### src/rtl/wnb_sqrt.sv
`timescale 1ns / 1ps

module wnb_sqrt #(
  parameter int W = 34
) (
  input  logic           clk_i,
  input  logic           rst_ni,
  input  logic           start_i,
  input  logic [W-1:0]   rad_i,
  output logic           done_o,
  output logic [W/2-1:0] root_o
);

  localparam int HW   = W / 2;
  localparam int CNTW = $clog2(HW + 1);

  logic [W-1:0]    rad_q, rad_d;
  logic [HW:0]     rem_q, rem_d;
  logic [HW-1:0]   root_q, root_d;
  logic [CNTW-1:0] cnt_q, cnt_d;
  logic            busy_q, busy_d, done_q, done_d;
  logic [HW+2:0]   r2, trial;

  always_comb begin
    rad_d  = rad_q;
    rem_d  = rem_q;
    root_d = root_q;
    cnt_d  = cnt_q;
    busy_d = busy_q;
    done_d = 1'b0;
    r2     = {rem_q, rad_q[W-1:W-2]};
    trial  = {1'b0, root_q, 2'b01};
    if (start_i) begin
      rad_d  = rad_i;
      rem_d  = '0;
      root_d = '0;
      cnt_d  = CNTW'(HW);
      busy_d = 1'b1;
    end else if (busy_q) begin
      // one root bit a cycle, two radicand bits consumed
      rad_d = {rad_q[W-3:0], 2'b00};
      if (r2 >= trial) begin
        rem_d  = (HW+1)'(r2 - trial);
        root_d = {root_q[HW-2:0], 1'b1};
      end else begin
        rem_d  = (HW+1)'(r2);
        root_d = {root_q[HW-2:0], 1'b0};
      end
      cnt_d = cnt_q - 1'b1;
      if (cnt_q == CNTW'(1)) begin
        busy_d = 1'b0;
        done_d = 1'b1;
      end
    end
  end

  always_ff @(posedge clk_i or negedge rst_ni) begin
    if (!rst_ni) begin
      cnt_q  <= '0;
      busy_q <= 1'b0;
      done_q <= 1'b0;
    end else begin
      cnt_q  <= cnt_d;
      busy_q <= busy_d;
      done_q <= done_d;
    end
  end

  always_ff @(posedge clk_i) begin
    rad_q  <= rad_d;
    rem_q  <= rem_d;
    root_q <= root_d;
  end

  assign done_o = done_q;
  assign root_o = root_q;

endmodule

### config.mk
export PLATFORM = sky130hd
export DESIGN_NAME = wnb_sqrt
export DESIGN_NICKNAME = d
export VERILOG_FILES = /design/src/rtl/wnb_sqrt.sv
export SDC_FILE = /design/constraint.sdc
export NUM_CORES = 1
export LEC_CHECK = 0
export ABC_AREA = 1
export BUFFER_PORTS_ARGS = -buffer_cell sky130_fd_sc_hd__buf_2
export CORE_AREA = 2 2 96 98
export CTS_CLUSTER_SIZE = 24
export DETAILED_ROUTE_END_ITERATION = 16
export DIE_AREA = 0 0 98 100
export PLACE_DENSITY = 0.77
export RECOVER_POWER = 25
export SLEW_MARGIN = 20
export SYNTH_ARGS = -nofsm -noshare
export SYNTH_HDL_FRONTEND = slang
export SYNTH_SLANG_ARGS = --single-unit
### constraint.sdc
create_clock -name clk_i -period 5.75 [get_ports clk_i]
set_input_delay 1.15 -clock clk_i [delete_from_list [all_inputs] [get_ports clk_i]]
set_output_delay 1.15 -clock clk_i [all_outputs]
set_load 0.03 [all_outputs]
# ---- Word-level counts from Yosys, hierarchy flattened
# Cells that the tools add are included.
dict set report word_totals {
  mem_count 0
  out_inout_bits 18
  input_bits 37
  mem_bits_rw 0
  latchBits 0
  elab_cells 23
  mem_bits_ro 0
  ff_bits 76
}
dict set report op_classes {
  shift 0
  magnitude_cmp 1
  n_eq_ne 1
  n_div 0
  muxes 12
  add_sub_neg 2
  n_reduce_logical 1
  bitwise_logic 0
  mul 0
}
# cell n
set op_table {}
lappend op_table {{$mux W34} 2}
lappend op_table {{$ge A20 B19 Y1} 1}
lappend op_table {{$mux W18} 1}
lappend op_table {{$sub A18 B18 Y18} 1}
lappend op_table {{$mux W5} 2}
lappend op_table {{$mux W1} 7}
lappend op_table {{$eq A5 B1 Y1 const B} 1}
lappend op_table {{$sub A5 B1 Y5 const B} 1}
lappend op_table {{$reduce_bool A2 Y1} 1}

# ---- Logic depth before layout (Yosys ltp)
dict set report depth {
  depth_word 4
  depth_mapped 14
  depth_no_buf 14
}

# ---- Worst setup path before layout
# No wires, ideal clock.
dict set report synth_path {
  path_kind {input-to-reg}
  startpoint {input start_i}
  endpoint {register rad_q[0] (enable)}
  path_stages 3
  t_arrival_ns 2.470
  setup_slack_ns 2.869
  t_required_ns 5.338
  n_path_buf 1
  path_cell_list {nor2_1 clkinv_1 buf_1}
}
dict set report synth_between {
  elab_chain_cells 1
}
# item line
set synth_rtl {}
lappend synth_rtl {{start: declaration} 8} ;# input logic start_i,
lappend synth_rtl {{$reduce_bool A2 Y1 (no source line)} n/a}
lappend synth_rtl {{end signal: assignment} 70} ;# rad_q <= rad_d;
lappend synth_rtl {{end: declaration} 17} ;# logic [W-1:0] rad_q, rad_d;
# No other way between the ends.
# A chain may end at the register's enable or synchronous reset.

# ---- Worst setup path after layout
dict set report layout_path {
  startpoint {input start_i}
  endpoint {register done_q, in the netlist done_o}
}
dict set report layout_between {
  elab_chain_cells 1
}
# item line
set layout_rtl {}
lappend layout_rtl {{$mux W1} 33} ;# if (start_i) begin
lappend layout_rtl {{via done_d} 21} ;# logic busy_q, busy_d, done_q, done_d;
lappend layout_rtl {{end signal: assignment} 65} ;# done_q <= done_d;
lappend layout_rtl {{end: declaration} 21}
# The timed path passes the listed nets, and every way through them passes these cells.

==> flow_summary_export.csv <==
group,metric,value,unit
run_status,status,"finished, violations left",
run_status,violations,"max-capacitance violations, max-slew violations",
logic_synthesis,synth_area_leaders,"edfxtp_1 24%, nand2_1 20%, dfxtp_1 16%",
sta,rsz0062_at_grt,"no",
sta,hold_viol_final,0,
logic_synthesis,async_flop_share,9.21,%
die,fp.dieH,100,µm
die,ios,55,
cells_and_area,syn_to_final_growth,12.2,%
placed_design,place.gp.congestion,0.917,
cells_and_area,final_common_cell,"nand2_1",
logic_synthesis,ys_seq_area_share,44.1,%
logic_synthesis,synthCells,571,
logic_synthesis,synth.distinct_cells,34,
drt,firstDrtPassIters,5,
sta,whs,0.477,ns
sta,worst_slew_pin_slew,1.54,ns
sta,max_slew_margin,-2.60,%
drt,drc_errors,0,
worst_setup_path,criticalPathCategory,"in -> reg",
drt,routed_via_density,5.12,
run,maxCapViolCount,1,
drt,met1_length,4340,µm
die,die_area,9800,µm²
worst_setup_path,crit_arrival,4.02,ns
worst_setup_path,cp_max_fo,40,
sta,finalSetupTns,0,ns
cells_and_area,instances_no_fill,739,
placed_design,dpl.cell_count,723,
clock_tree,clock-sinks,76,
placed_design,dp.final_hpwl,6910,µm
die,core-area,8890,µm²
logic_synthesis,synth_warnings,0,
clock_tree,clk_latency,0.36,ns
worst_setup_path,ff2ff_setup_slack,3.16,ns
sta,fin_crit,3.79,ns
grt,grt_max_degree,41,
cells_and_area,final_cell_mix,"230 x nand2_1, 72 x inv_1, 39 x nand3_1, 35 x dfxtp_1",
drt,routed.top_layer,"met4",
drt,initialDrtViolationCount,215,
grt,grt_pass1_wl,16100,µm
die,dieWidth,98,µm
cells_and_area,nets,681,
sta,fmax,264,MHz
grt,antenna_found_initial,0,
logic_synthesis,synth_area,4310,µm²
logic_synthesis,synth_ff_type,"dfxtp_1",
sta,post-route-period-util,65.9,%
drt,vias,3785,
clock_tree,cts_hold_buf,0,
grt,grt_pass1_vias,3636,
power,power.density,493,nW/µm²
cells_and_area,drive_gt1_share,12.7,%
worst_setup_path,crit_path_start_kind,"input pin",
drt,wirelength,9590,µm
logic_synthesis,ys_ff_latch,76,
logic_synthesis,synth_top_area_share,23.7,%
worst_setup_path,crit_path_end_kind,"flop",
clock_tree,cts_tree,"built",
die,start_util,48.4,%
power,peakVddDrop,0.201,mV
die,placement_rows,35,
grt,track_usage,20.1,%
worst_setup_path,required,5.98,ns
sta,slew_viol_final,41,
logic_synthesis,yosys.area.top_type,"edfxtp_1",
power,cellLeakagePower,0.00244,µW
drt,antenna_left,0,
clock_tree,h-tree-depth,3,
clock_tree,postCtsSetupBuffers,0,
worst_setup_path,r2r-start,"root_o[5]",
sta,setup_viol,0,
grt,grt-ovfl-total,0,
worst_setup_path,cp-startpoint,"start_i",
placed_design,numPortBuffers,54,
drt,route.detailed.wl_per_inst,13.0,µm
power,power,2380,µW
logic_synthesis,avgSynthCellArea,7.54,µm²
drt,wl_met2,4480,µm
sta,clock_skew,0.0129,ns
clock_tree,clk_pin_slew,0.09,ns
clock_tree,cts_buffers,9,
clock_tree,cts_root_buf,"clkbuf_8",
clock_tree,cts_buffer_depth,2,
worst_hold_path,min_path_type,"reg -> reg",
logic_synthesis,synth_nets,629,
logic_synthesis,synth_edf_count,34,
drt,wl_met3,571,µm
cells_and_area,num_antenna_cells,0,
clock_tree,cts_resized,0,
worst_hold_path,holdCritStartpoint,"rem_q[11]",
## power by group
group	leakage (µW)	switching [µW]	total, µW	internal (µW)
Combinational	0.00160	794	1210	415
Sequential	0.000744	59.1	731	672
Clock	0.000105	212	440	228
## registers in the layout, indices dropped and copies added (netlist names)
signal,flops
rad_q,34
cnt_q,5
busy_q,1
root_o,17
done_o,1
rem_q,18
## cell usage after synthesis (all sizes together), types with 8 or more instances
| cell type | instances |
|---|---|
| a21oi | 14 |
| buf | 8 |
| clkbuf | 8 |
| dfxtp | 35 |
| edfxtp | 34 |
| ha | 21 |
| inv | 76 |
| nand2 | 235 |
| nand3 | 51 |
| nor2 | 28 |
| o22ai | 17 |
| xor2 | 8 |
## worst max-delay path: stages
cell      delay, ns
clkbuf_1       1.09
clkinv_1       1.24
nand4_1        0.43
nor2_1         0.09
## logic make-up after synthesis
family	after synthesis	synth area share (%)
flip-flops	76	44.1
XOR/XNOR	9	1.83
adder cells (fa/ha/maj)	21	6.10
buffers and inverters	95	9.07
AND/OR/NAND/NOR	332	34.0
AO/OA/AOI/OAI	38	4.91
## area by class of cell
type / instances / area (µm²)
multi-input combinational: 400 / 2020
sequential: 76 / 1900
fill: 860 / 4060
tap: 111 / 139
inverter: 79 / 297
timing repair buffer: 57 / 268
clock buffer: 11 / 153
clock inverter: 5 / 60.1
## stage by stage
stage / worst slack [ns] / cell area (µm²) / util (%)
2_1_floorplan: 2.87 / 4310 / -
3_3_place_gp: 2.39 / 4640 / 52.2
3_5_place_dp: 2.31 / 4640 / 52.2
4_1_cts: 2.70 / 4860 / 54.6
5_1_grt: 1.47 / 4830 / 54.3
6_report: 1.96 / 4830 / 54.3
## layer usage
metal,GRT usage [%],up-vias
met4,8.01,0
li1,-,1923
met3,3.76,17
met1,26.2,1724
met2,33.4,121
met5,0,-
## worst paths after layout
check                       endpoint  depth (start not counted)
max                           done_o                          4
min                        rem_q[11]                          2
max reg2reg                 rem_q[9]                         13
min reg2reg                rem_q[11]                          2
max in group asynchronous     done_o                          1
min in group asynchronous   cnt_q[4]                          1
No activity file was read; power rests on OpenSTA's default activity.
