File: src/rtl/wnb_div.sv
`timescale 1ns / 1ps

module wnb_div #(
  parameter int W = 13
) (
  input  logic         clk_i,
  input  logic         rst_ni,
  input  logic         start_i,
  input  logic [W-1:0] num_i,
  input  logic [W-1:0] den_i,
  output logic         done_o,
  output logic [W-1:0] quo_o
);

  localparam int CNTW = $clog2(W + 1);

  logic [W-1:0]    rem_q, rem_d, quo_q, quo_d, den_q;
  logic [CNTW-1:0] cnt_q, cnt_d;
  logic            busy_q, busy_d, done_q, done_d;
  logic [W:0]      trial;

  always_comb begin
    rem_d  = rem_q;
    quo_d  = quo_q;
    cnt_d  = cnt_q;
    busy_d = busy_q;
    done_d = 1'b0;
    trial  = {rem_q, quo_q[W-1]};
    if (start_i) begin
      rem_d  = '0;
      quo_d  = num_i;
      cnt_d  = CNTW'(W);
      busy_d = 1'b1;
    end else if (busy_q) begin
      // restoring step, one quotient bit a cycle
      if (trial >= {1'b0, den_q}) begin
        rem_d = W'(trial - {1'b0, den_q});
        quo_d = {quo_q[W-2:0], 1'b1};
      end else begin
        rem_d = trial[W-1:0];
        quo_d = {quo_q[W-2:0], 1'b0};
      end
      cnt_d = cnt_q - 1'b1;
      if (cnt_q == CNTW'(1)) begin
        busy_d = 1'b0;
        done_d = 1'b1;
      end
    end
  end

  always_ff @(posedge clk_i or negedge rst_ni) begin
    if (!rst_ni) begin
      cnt_q  <= '0;
      busy_q <= 1'b0;
      done_q <= 1'b0;
    end else begin
      cnt_q  <= cnt_d;
      busy_q <= busy_d;
      done_q <= done_d;
    end
  end

  always_ff @(posedge clk_i) begin
    rem_q <= rem_d;
    quo_q <= quo_d;
    if (start_i) den_q <= den_i;
  end

  assign done_o = done_q;
  assign quo_o  = quo_q;

endmodule

File: config.mk
export PLATFORM = sky130hd
export DESIGN_NAME = wnb_div
export DESIGN_NICKNAME = d
export VERILOG_FILES = /design/src/rtl/wnb_div.sv
export SDC_FILE = /design/constraint.sdc
export NUM_CORES = 1
export LEC_CHECK = 0
export BUFFER_PORTS_ARGS = -buffer_cell sky130_fd_sc_hd__buf_2
export CAP_MARGIN = 20
export CELL_PAD_IN_SITES_DETAIL_PLACEMENT = 0
export CELL_PAD_IN_SITES_GLOBAL_PLACEMENT = 2
export CORE_AREA = 4 4 88 90
export CTS_BUF_LIST = sky130_fd_sc_hd__clkbuf_2 sky130_fd_sc_hd__clkbuf_4 sky130_fd_sc_hd__clkbuf_8
export CTS_CLUSTER_SIZE = 10
export DETAILED_ROUTE_END_ITERATION = 8
export DIE_AREA = 0 0 92 94
export PLACE_DENSITY = 0.89
export RECOVER_POWER = 25
export SLEW_MARGIN = 20
export SYNTH_ARGS = -nofsm -noshare
export SYNTH_HDL_FRONTEND = slang
export SYNTH_SLANG_ARGS = --single-unit
File: constraint.sdc
create_clock -name clk_i -period 3.39 [get_ports clk_i]
set_input_delay 0.678 -clock clk_i [delete_from_list [all_inputs] [get_ports clk_i]]
set_output_delay 0.678 -clock clk_i [all_outputs]
set_load 0.02 [all_outputs]
After elaboration in Yosys (flattened, before gate mapping):

Cells that the tools add are included.

* flip-flop bits (word level): 45
* output and inout bits: 14

* add/subtract/negate cells: 2
* $lt $le $gt $ge: 1
* equality and inequality tests: 1
* multiplexer cells: 12
* reductions and logical operators: 1

Operators by type and width (count)
* 2-to-1 mux 13 bit: 3
* greater-or-equal comparator 14 x 13 -> 1 bit: 1
* subtractor 13 bit: 1
* 2-to-1 mux 4 bit: 2
* 2-to-1 mux 1 bit: 7
* equality test 4 x 1 -> 1 bit, second input constant: 1
* subtractor 4 x 1 -> 4 bit, second input constant: 1
* nonzero test 2 bit: 1

Depth between registers and ports, before layout:

* depth in word-level cells: 4
* depth in mapped cells: 12
* depth with buffers taken out: 10

Least setup slack after synthesis:

OpenSTA, ideal clock, no wires.

* kind: reg2reg
* start point: register quo_q[12] (netlist: quo_o[12])
* end point: register quo_q[0] (netlist: quo_o[0]), data pin
* setup time: 0.260 ns
* arrival time: 2.489 ns
* data required time: 3.130 ns
* slack: 0.641 ns
* cell stages (with the launch flop): 12
* path buffers: 2
* cell sequence: edfxtp_1 inv_1 ha_1 inv_1 fa_1 a211o_1 a211oi_1 o2111ai_2 and2_1 buf_6 buf_12 mux2_2

* longest elaborated chain between the ends: 4

Ends and longest elaborated chain
* from (decl): RTL line 17 `logic [W-1:0] rem_q, rem_d, quo_q, quo_d, den_q;`
* from (signal assigned): RTL line 65 `quo_q <= quo_d;`
* greater-or-equal comparator 14 x 13 -> 1 bit: RTL line 36 `if (trial >= {1'b0, den_q}) begin`
* 2-to-1 mux 1 bit: RTL line 36
* 2-to-1 mux 13 bit: RTL line 34 `end else if (busy_q) begin`
* 2-to-1 mux 13 bit: RTL line 29 `if (start_i) begin`
* named net quo_d[0]: RTL line 17

The timed path passes the listed nets, and every way through them passes these cells. The select of a mux whose other input is x is not followed.
A chain may end at the register's enable or synchronous reset.

Worst setup path in the final report:

Ends and elaborated chain as after synthesis.

==> impl_metrics.py <==
metrics = {
    "clock_network": {
        "clock_insertion_delay_worst_skew_ns": 0.30,
        "clock-sinks": 45,
        "max-clock-path-buffers": 2,
        "clock_pin_slew_of_the_registers_on_the_worst_case_setup_and_hold_paths_ns": 0.08,
        "cts-hold-fix-buffers": 0,
        "cts_tree": "yes",
        "post-cts-setup-buffer-count": 0,
        "cts_made_buffers": 5,
        "post_cts_resize_count": 0,
        "clock-root-buffer": "clkbuf_8",
        "max_h_tree_level": 2,
    },
    "timing": {
        "fin_crit_sh_pct": 84.2,
        "report.final.setup_viol": 0,
        "grt_setup_unrepaired": "no",
        "final_critical_path_setup_slack_ns": 0.536,
        "setup-tns-final_ns": 0,
        "drv_slew": 0,
        "maxClockFrequency_mhz": 350,
        "timing_hold_violations_final": 0,
        "tightest_slew_ns": 0.978,
        "final_period_minus_worst_setup_slack_ns": 2.85,
        "slew_headroom_pct": 34.8,
        "final.hold.worst_slack_ns": 0.236,
        "fin_worst_skew_ns": 0.00715,
    },
    "layout": {
        "flow.area_growth_from_synthesis_pct": 14.0,
        "num_antenna_cells": 0,
        "postLayoutCoreUtil_pct": 42.2,
        "final_cell_area_um2": 2980,
        "final_layout_size_suffix_gt1_share_pct": 29.4,
        "fin_nets": 330,
    },
    "hold_path": {
        "worst_hold_path_type": "in -> async",
    },
    "synth": {
        "syn_area_um2": 2620,
        "top_cell_type_s_share_of_synthesized_area_pct": 29.9,
        "post-synth-top-count-cell": "edfxtp_1",
        "netlist_top_cells_area": "edfxtp_1, dfxtp_1, ha_1, dfrtp_1, mux2_2",
        "synth.avg_cell_area_um2": 10.8,
        "number_of_distinct_library_cell_variants_in_the_gate_level_netlist_after_synthesis": 49,
        "ys.warnings.count": 0,
        "asyncSetResetFlopFracSynth_pct": 13.3,
        "synth_fp_nets": 287,
        "synth_area_leader_cell": "edfxtp_1",
        "number_of_enable_flip_flop_cells_after_synthesis": 26,
        "synth_seq_cells": 45,
        "leading_post_synthesis_cells_by_instance_count": "edfxtp_1, inv_1, nand2_1, nor2_1, ha_1",
        "synth-seq-area-share_pct": 45.6,
        "synthFlopType": "edfxtp_1",
        "synthesis.instances": 242,
    },
    "floorplanning": {
        "fp.dieH_um": 94,
        "design.portCount": 43,
        "die-width_um": 92,
        "row_count": 31,
        "die-area_um2": 8650,
        "initial_core_util_pct": 37.0,
        "core_um2": 7060,
    },
    "power_and_ir_drop": {
        "powerDensity_nw_per_um2": 421,
        "vdd_ir_drop_max_uv": 299,
        "static-leakage-power_uw": 0.00126,
    },
    "critical_path": {
        "cp_common_cell": "inv_1",
        "worstPathRequired_ns": 3.44,
        "worstSetupPathType": "reg -> reg",
        "cp.arrival_ns": 2.91,
        "worstPathCellList": "inv_1 > ha_1 > inv_1 > fa_1 > a211o_1 > a211oi_1 > o2111ai_2 > and2_1 > mux2_2",
        "startpoint_type": "register",
        "critPathSlowestCell": "and2_1",
        "worstPathMaxFanout": 15,
        "worst_setup_path_end_kind": "register",
        "maximum_cell_stage_delay_along_the_critical_path_ns": 0.42,
    },
    "placed_design": {
        "place.detailed.hpwl_um": 3860,
        "dpl_worst_slack_ns": 0.494,
        "postPlaceCellArea_um2": 2880,
        "placement.io_buffers": 42,
        "place.gp.congestion": 0.710,
    },
    "grt": {
        "gr-total-overflow": 0,
        "grt_start_max_net_pins": 23,
        "number_of_antenna_violations_at_the_first_check_in_global_routing": 0,
        "vias_in_the_first_global_route": 1913,
        "grt_first_pass_wirelength_um": 8890,
        "grt_util_all_layers_pct": 12.7,
    },
    "flow_run": {
        "maxCapViolations": 0,
    },
    "detailed_routing": {
        "vias_per_cell": 4.81,
        "pre_repair_dr_iteration_count": 4,
        "wl_um": 5030,
        "wl_per_cell_um": 13.1,
        "initialDrtViolationCount": 47,
        "detail_route.drc_violations": 0,
        "antenna_violating_nets_post_route": 0,
        "vias": 1851,
    },
    "run_status": {
        "status": "finished clean",
    },
}
-- layout by cell type (no fill, tap or decap), types with 5 or more instances in the layout --
| master | n |
|---|---|
| a21oi_1 | 10 |
| a311oi_2 | 6 |
| buf_2 | 40 |
| clkbuf_8 | 5 |
| dfrtp_1 | 6 |
| dfxtp_1 | 13 |
| edfxtp_1 | 26 |
| ha_1 | 15 |
| inv_1 | 21 |
| mux2_2 | 13 |
| nand2_1 | 19 |
| nand2_2 | 6 |
| nand2b_1 | 7 |
| nor2_1 | 19 |
| o21ai_0 | 9 |
| xnor2_1 | 9 |
-- power breakdown --
part | internal (µW) | switching, µW
clock network | 227 | 175
logic | 96.4 | 118
registers | 619 | 18.5
-- metal layers --
layer  wire length, µm  track usage (%)  vias to the layer above
met5                 0                0                        -
met4                67             3.71                        0
met1              2330             16.4                      866
li1                  -                -                      950
met3               168             2.40                        7
met2              2460             21.8                       28
-- metrics by stage --
stage,power [µW],cells
after floorplan,809,242
after global placement,866,377
after detailed placement,868,377
after CTS,1270,385
after global routing,1330,385
final,1250,385
-- final timing paths --
check                          start         to  slack (ns)  cells after the start
max in group asynchronous     rst_ni   cnt_q[2]        2.91                      1
max                        quo_o[12]   quo_o[0]        0.54                      9
min reg2reg                rem_q[10]  rem_q[10]        0.49                      2
min in group clk_i         rem_q[10]  rem_q[10]        0.49                      2
max reg2reg                quo_o[12]   quo_o[0]        0.54                      9
min                           rst_ni     busy_q        0.24                      1
-- kinds of logic after synthesis --
group	count (synthesis)	synth area share, %
XOR/XNOR	10	3.35
flip-flops	45	45.6
AO/OA/AOI/OAI	50	14.8
adder cells (fa/ha/maj)	16	7.94
multiplexers	16	6.75
buffers and inverters	31	6.94
AND/OR/NAND/NOR	74	14.6
-- cell type report --
type / instances / area (µm²)
Timing Repair Buffer: 46 / 234
Fill cell: 711 / 4080
Sequential cell: 45 / 1190
Multi-Input combinational cell: 166 / 1240
Clock buffer: 6 / 76.3
Inverter: 21 / 78.8
Clock inverter: 2 / 35.0
Tap cell: 99 / 124
-- critical path, delay by kind of cell, from the launching register on --
family / cells / cell delay [ns]
buffers and inverters: 2 / 0.12
muxes: 1 / 0.37
adders and majority gates: 2 / 0.57
and+or+nand+nor: 1 / 0.42
DFF: 1 / 0.40
AOI/OAI and AO/OA: 3 / 0.70
-- sequential cells by signal, summed over array words and instances, names as in the netlist --
signal,count
cnt_q,4
quo_o,13
done_o,1
busy_q,1
rem_q,13
den_q,13
Note: power is estimated with default switching activity, not from simulation.
